`src/rtl/core/butterworth_mask_gain_defines.svh`:
```
// butterworth_mask_gain_defines.svh
// Assertion macros shared by the Butterworth mask gain RTL.
// No dependencies; included by the files that carry checks.
`ifndef BUTTERWORTH_MASK_GAIN_DEFINES_SVH
`define BUTTERWORTH_MASK_GAIN_DEFINES_SVH

// Same-cycle implication, disabled while reset is active.
`define BMG_ASSERT_IMP(lbl, clk, rst_n, ante, cons, msg) \
  lbl: assert property (@(posedge clk) disable iff (!rst_n) (ante) |-> (cons)) \
    else $error(msg);

// Next-cycle implication, disabled while reset is active.
`define BMG_ASSERT_NXT(lbl, clk, rst_n, ante, cons, msg) \
  lbl: assert property (@(posedge clk) disable iff (!rst_n) (ante) |=> (cons)) \
    else $error(msg);

`endif

```
`src/rtl/core/bmg_pkg.sv`:
```
// bmg_pkg.sv
// Shared widths, constants, register indexes and pipeline control type
// for the Butterworth mask gain block. No dependencies.
`default_nettype none

package bmg_pkg;

  // Port and field widths
  localparam int COORD_W    = 12;
  localparam int DIM_W      = 13;
  localparam int ORD_W      = 6;
  localparam int CFG_IDX_W  = 3;
  localparam int CFG_DATA_W = 13;

  // Largest image dimension / cutoff honored
  localparam int MAX_DIM = 4096;

  // Distance and ratio formats
  localparam int SQ_W   = 2 * DIM_W;
  localparam int DIST_W = SQ_W + 1;
  localparam int R_FRAC = 16;
  localparam int R_W    = 40;
  localparam int RQ_W   = DIST_W + R_FRAC;
  localparam int HALF_W = R_W / 2;
  localparam int PROD_W = 2 * R_W;

  localparam logic [R_W-1:0] R_SAT = '1;
  localparam logic [R_W-1:0] R_ONE = R_W'(1) << R_FRAC;

  // Configuration register indexes
  localparam logic [CFG_IDX_W-1:0] CFG_MODE   = 3'd0;
  localparam logic [CFG_IDX_W-1:0] CFG_WIDTH  = 3'd1;
  localparam logic [CFG_IDX_W-1:0] CFG_HEIGHT = 3'd2;
  localparam logic [CFG_IDX_W-1:0] CFG_CUTOFF = 3'd3;
  localparam logic [CFG_IDX_W-1:0] CFG_ORDER  = 3'd4;

  // Reset values
  localparam logic [DIM_W-1:0] RST_WIDTH  = 13'd640;
  localparam logic [DIM_W-1:0] RST_HEIGHT = 13'd480;
  localparam logic [DIM_W-1:0] RST_CUTOFF = 13'd30;
  localparam logic [ORD_W-1:0] RST_ORDER  = 6'd2;

  // Control traveling with each item: valid plus high-pass center flag
  typedef struct packed {
    logic valid;
    logic zero;
  } bmg_ctl_t;

endpackage

`default_nettype wire

```
`src/rtl/core/bmg_dist.sv`:
```
// bmg_dist.sv
// Front end: squared doubled distance to the center and cutoff, three stages.
// Depends on bmg_pkg and butterworth_mask_gain_defines.svh.
`default_nettype none
`include "butterworth_mask_gain_defines.svh"

module bmg_dist (
  input  wire                          clk,
  input  wire                          rst_n,
  input  wire                          in_valid,
  input  wire  [bmg_pkg::COORD_W-1:0]  in_row,
  input  wire  [bmg_pkg::COORD_W-1:0]  in_col,
  input  wire                          mode,
  input  wire  [bmg_pkg::DIM_W-1:0]    img_w,
  input  wire  [bmg_pkg::DIM_W-1:0]    img_h,
  input  wire  [bmg_pkg::DIM_W-1:0]    cut_d0,
  output bmg_pkg::bmg_ctl_t            out_ctl,
  output logic [bmg_pkg::DIST_W-1:0]   out_num,
  output logic [bmg_pkg::DIST_W-1:0]   out_den
);

  localparam int DIM_W  = bmg_pkg::DIM_W;
  localparam int SQ_W   = bmg_pkg::SQ_W;
  localparam int DIST_W = bmg_pkg::DIST_W;

  logic [DIM_W-1:0]  two_row, two_col, dy_nxt, dx_nxt;
  logic [DIM_W-1:0]  dy_r, dx_r, d0_r;
  logic              v1_r, v2_r;
  logic [SQ_W-1:0]   sqy_r, sqx_r, d0sq_r;
  logic [DIST_W-1:0] dist_nxt, cut_nxt;
  bmg_pkg::bmg_ctl_t ctl_r;
  logic [DIST_W-1:0] num_r, den_r;

  // Stage 1: absolute offsets in doubled coordinates
  assign two_row = {in_row, 1'b0};
  assign two_col = {in_col, 1'b0};
  assign dy_nxt  = (img_h >= two_row) ? img_h - two_row : two_row - img_h;
  assign dx_nxt  = (img_w >= two_col) ? img_w - two_col : two_col - img_w;

  // Stage 3: sum, cutoff and mode swap
  assign dist_nxt = DIST_W'(sqy_r) + DIST_W'(sqx_r);
  assign cut_nxt  = DIST_W'({d0sq_r, 2'b00});

  always_ff @(posedge clk) begin
    if (!rst_n) begin
      v1_r  <= 1'b0;
      v2_r  <= 1'b0;
      ctl_r <= '0;
    end else begin
      v1_r        <= in_valid;
      v2_r        <= v1_r;
      ctl_r.valid <= v2_r;
      ctl_r.zero  <= mode && (dist_nxt == '0);
    end
    dy_r   <= dy_nxt;
    dx_r   <= dx_nxt;
    d0_r   <= cut_d0;
    sqy_r  <= dy_r * dy_r;
    sqx_r  <= dx_r * dx_r;
    d0sq_r <= d0_r * d0_r;
    num_r  <= mode ? cut_nxt : dist_nxt;
    den_r  <= mode ? dist_nxt : cut_nxt;
  end

  assign out_ctl = ctl_r;
  assign out_num = num_r;
  assign out_den = den_r;

  // Center flag only arises for high-pass items
  `BMG_ASSERT_IMP(a_zero_hp, clk, rst_n, ctl_r.valid && ctl_r.zero, mode, "zero flag in low-pass")

endmodule

`default_nettype wire

```
`config.mk`:
```
export PLATFORM = sky130hd
export DESIGN_NAME = bmg_dist
export DESIGN_NICKNAME = d
export VERILOG_FILES = /design/src/rtl/core/bmg_pkg.sv /design/src/rtl/core/bmg_dist.sv
export VERILOG_INCLUDE_DIRS = /design/src /design/src/rtl/core
export SDC_FILE = /design/constraint.sdc
export NUM_CORES = 1
export LEC_CHECK = 0
export BUFFER_PORTS_ARGS = -buffer_cell sky130_fd_sc_hd__buf_2
export CORE_ASPECT_RATIO = 0.7
export CORE_MARGIN = 4
export CORE_UTILIZATION = 60
export CTS_CLUSTER_DIAMETER = 150
export CTS_CLUSTER_SIZE = 28
export DETAILED_ROUTE_END_ITERATION = 6
export GPL_ROUTABILITY_DRIVEN = 0
export PLACE_DENSITY = 0.9
export SYNTH_ARGS = -nofsm -noshare
export SYNTH_HDL_FRONTEND = slang
export SYNTH_SLANG_ARGS = --single-unit
```
`constraint.sdc`:
```
create_clock -name clk -period 11.83 [get_ports clk]
set_input_delay 2.366 -clock clk [delete_from_list [all_inputs] [get_ports clk]]
set_output_delay 2.366 -clock clk [all_outputs]
set_load 0.005 [all_outputs]
```
# Yosys cells after proc, flatten, opt, wreduce, memory -nomap -nowiden
# Cells that the tools add are included.
# classes
add_sub_neg	5
multipliers	3
muxes	4
reduce_logical	2
n_lt_le_gt_ge	2
# op_table
operator	n
$mux W27	2
$mul A13 B13 Y26	2
$sub A13 B13 Y13	4
$add A26 B26 Y27	1
$logic_not A27 Y1	1
$ge A13 B13 Y1	2
$mux W13	2
$mul A13 B13 Y25	1
$logic_and A1 B1 Y1	1
# totals
word_cells	30
reg_bits	174

# Depth between registers and ports, before layout
# logic_depth
depth_word	3
ltp_mapped	24

# Worst setup path after synthesis
# No wires, ideal clock.
# synth_timing
path_type	reg-to-reg
start	reg d0_r[1]
end	reg d0sq_r[23]
setup_ns	0.072
path_stages_with_launch	21
path_slack_ns	6.085
required_time_ns	11.758
arrival_ns	5.673
period_less_slack_ns	5.745
path_cell_list	dfxtp_1 > clkbuf_1 > clkbuf_1 > and2_1 > fa_1 > fa_1 > fa_1 > inv_1 > fa_1 > fa_1 > inv_1 > ha_1 > a21o_1 > a21oi_1 > o22ai_1 > o41ai_1 > o21ai_0 > o41ai_1 > o21ai_1 > o41ai_1 > xnor2_1
# synth_via
elab_chain_cells	1
# synth_lines
item	line_no	text
start, declared	bmg_dist.sv:27	logic [DIM_W-1:0] dy_r, dx_r, d0_r;
start signal, assigned	bmg_dist.sv:57	d0_r <= cut_d0;
$mul A13 B13 Y25	bmg_dist.sv:60	d0sq_r <= d0_r * d0_r;
end signal, assigned	bmg_dist.sv:60	
end, declared	bmg_dist.sv:29	logic [SQ_W-1:0] sqy_r, sqx_r, d0sq_r;
# No other way between the ends.
# A chain may end at the register's enable or synchronous reset.

# Worst setup path after layout
# layout_timing
start	reg d0_r[6]
end	reg d0sq_r[23]
# Same word-level chain as after synthesis.

==> flow_metrics.tcl <==
set metrics [dict create \
    grt_pass1_wl_mm 79.5 \
    fin_skew_ns 0.0127 \
    portBuffers 122 \
    dp_hpwl_mm 38.3 \
    dpl_cell_area_sq_um 22100 \
    clock-sinks 171 \
    overflow 0 \
    num_antenna_cells 0 \
    ys_top_cells_by_area "fa_1 (27%), ha_1 (17%), dfxtp_1 (16%)" \
    synth_edf_count 0 \
    syn_to_final_growth_pct 7.41 \
    netlist_area_sq_um 21100 \
    yosys-top-cells-count "inv_1 (611), fa_1 (289), ha_1 (279)" \
    antenna_found_initial 1 \
    synthFlopType "dfxtp_1" \
    cp_data_arrival_time_ns 6.97 \
    design_area_sq_um 22700 \
    path_max_fanout 14 \
    setup_viol 0 \
    layout.nets 3062 \
    hold_class "flip-flop to flip-flop" \
    totalWireLength_mm 47.1 \
    ioPinCount 123 \
    syn_avg_cell_area_sq_um 9.02 \
    post-synth-top-count-cell "inv_1" \
    die_y_microns 165 \
    htreeDepth 4 \
    ys_types 70 \
    synth_nets 2979 \
    drc 0 \
    worst-setup-path-type "flip-flop to flip-flop" \
    rr_worst_depth 18 \
    first_pass_iters 7 \
    cts_hold_buf 0 \
    dieWidth_microns 232 \
    max_freq_mhz 152 \
    vias_per_cell 5.44 \
    end_kind "flip-flop" \
    syn_inst 2344 \
    clkTransAtPathRegs_ns 0.07 \
    drive_above_1_share_pct 9.30 \
    cap_violations 0 \
    via_count 15800 \
    period_needed_ns 6.59 \
    cts_root_buf "clkbuf_16" \
    max_slew.worst_pin.slew_ns 1.08 \
    fill_cells 2524 \
    avgRoutedWirePerCell_microns 16.2 \
    hold_path_depth 1 \
    rsz0062_at_grt "no" \
    die-area_sq_um 38400 \
    cts_tree "done" \
    post_cts_buffers 0 \
    crit_required_ns 12.21 \
    core_sq_um 34700 \
    setup-tns-final_ns 0 \
    drtIter0Drc 1128 \
    cts_buffer_depth 2 \
    ys_warn_count 0 \
    ant_nets 0 \
    finalHoldViolCount 0 \
    critPathLaunchType "flip-flop" \
    startpoint "d0_r[6]" \
    yosysSeqAreaShare_pct 16.2 \
    async_reset_ff_share_pct 0 \
    reg2reg_from "d0_r[6]" \
    synth_area_leader_cell "fa_1" \
    slew-limit-headroom_pct 27.8 \
    track_usage_pct 25.4 \
    post_cts_resized 0 \
    initial_core_util_pct 60.9 \
    min_from "v1_r" \
    dp_slack_ns 5.42 \
    numCtsBuffers 17 \
    ys_ff_latch 171 \
    maxSlewViolCount 0 \
    grt_max_degree 70 \
    fin_ws_ns 5.24 \
    finalCritPeriodShare_pct 55.7 \
    r2r_slack_ns 5.24 \
    yosysTopAreaCellShare_pct 27.4 \
    rows 57 \
    clock_latency_ns 0.45 \
    status "completed" \
    min_to "v2_r" \
    grt_pass1_vias 17000 \
    reg2reg_to "d0sq_r[23]" \
]
## final cells by class
type	count	area (sq um)	share of cell area (%)
clock buffer	21	460	2.03
clock inverter	11	124	0.545
inverter	611	2290	10.1
multi-input combinational	1502	15200	66.9
sequential	171	3420	15.1
tap	472	591	2.60
timing repair buffer	124	626	2.75
## worst max path at each step
stage | to | slack (ns)
finish | d0sq_r[23] | 5.24
global route | d0sq_r[23] | 4.88
CTS | d0sq_r[23] | 5.30
detailed placement | d0sq_r[23] | 5.42
global placement | dx_r[12] | 5.70
floorplan | d0sq_r[23] | 6.08
## sequential cells by signal (all words and copies together) (netlist names), 13 cells and up
register and cells:
d0_r 13, d0sq_r 24, out_den 27, dx_r 13, sqy_r 25, dy_r 13
sqx_r 25, out_num 27
## layer usage
| metal | up-vias | wire (microns) | GRT usage [%] |
|---|---|---|---|
| li1 | 7393 | - | - |
| met1 | 7762 | 19400 | 31.9 |
| met2 | 554 | 22900 | 44.2 |
| met3 | 121 | 3500 | 5.61 |
| met4 | 2 | 1190 | 8.17 |
| met5 | - | 13 | 0 |
## critical path: stages (launching register included)
cell,delay (ns)
dfxtp_1,0.70
and2_1,0.25
fa_1,0.45
fa_1,0.49
fa_1,0.51
inv_1,0.05
fa_1,0.48
fa_1,0.49
inv_1,0.04
ha_1,0.32
a21o_1,0.22
a21oi_1,0.14
o22ai_1,0.11
o41ai_1,0.76
o21ai_0,0.30
o41ai_1,0.49
o21ai_1,0.17
o41ai_1,0.38
xnor2_1,0.16
## stage by stage
stage	utilization (%)	hold slack (ns)	cells
after CTS	65.4	0.463	2912
after detailed placement	63.7	0.439	2880
after global placement	63.7	0.420	2880
after floorplan	-	0.370	2344
final	65.4	0.456	2912
after global routing	65.4	0.480	2912
## cell usage in the layout, fill, tap and decap left out, drive strengths merged, types with 23 or more instances in the layout
cell type	n
ha	279
and2	105
inv	617
o21ai	46
fa	289
nor2b	23
dfxtp	171
xnor2	83
a21o	39
mux2	41
nor2	76
a21oi	88
nand2	176
xor2	36
buf	124
## cell families (layout without fill, tap and decap cells)
| logic type | after synthesis | in the layout | synth area share, % |
|---|---|---|---|
| XOR/XNOR | 119 | 119 | 4.93 |
| flip-flops | 171 | 171 | 16.2 |
| adder cells (fa/ha/maj) | 568 | 568 | 43.9 |
| AO/OA/AOI/OAI | 271 | 271 | 8.57 |
| AND/OR/NAND/NOR | 481 | 481 | 11.2 |
| buffers and inverters | 671 | 767 | 12.0 |
| multiplexers | 63 | 63 | 3.24 |
Power is not shown: default switching activity piles up to over one toggle a cycle in this logic, so the estimate is an artifact.
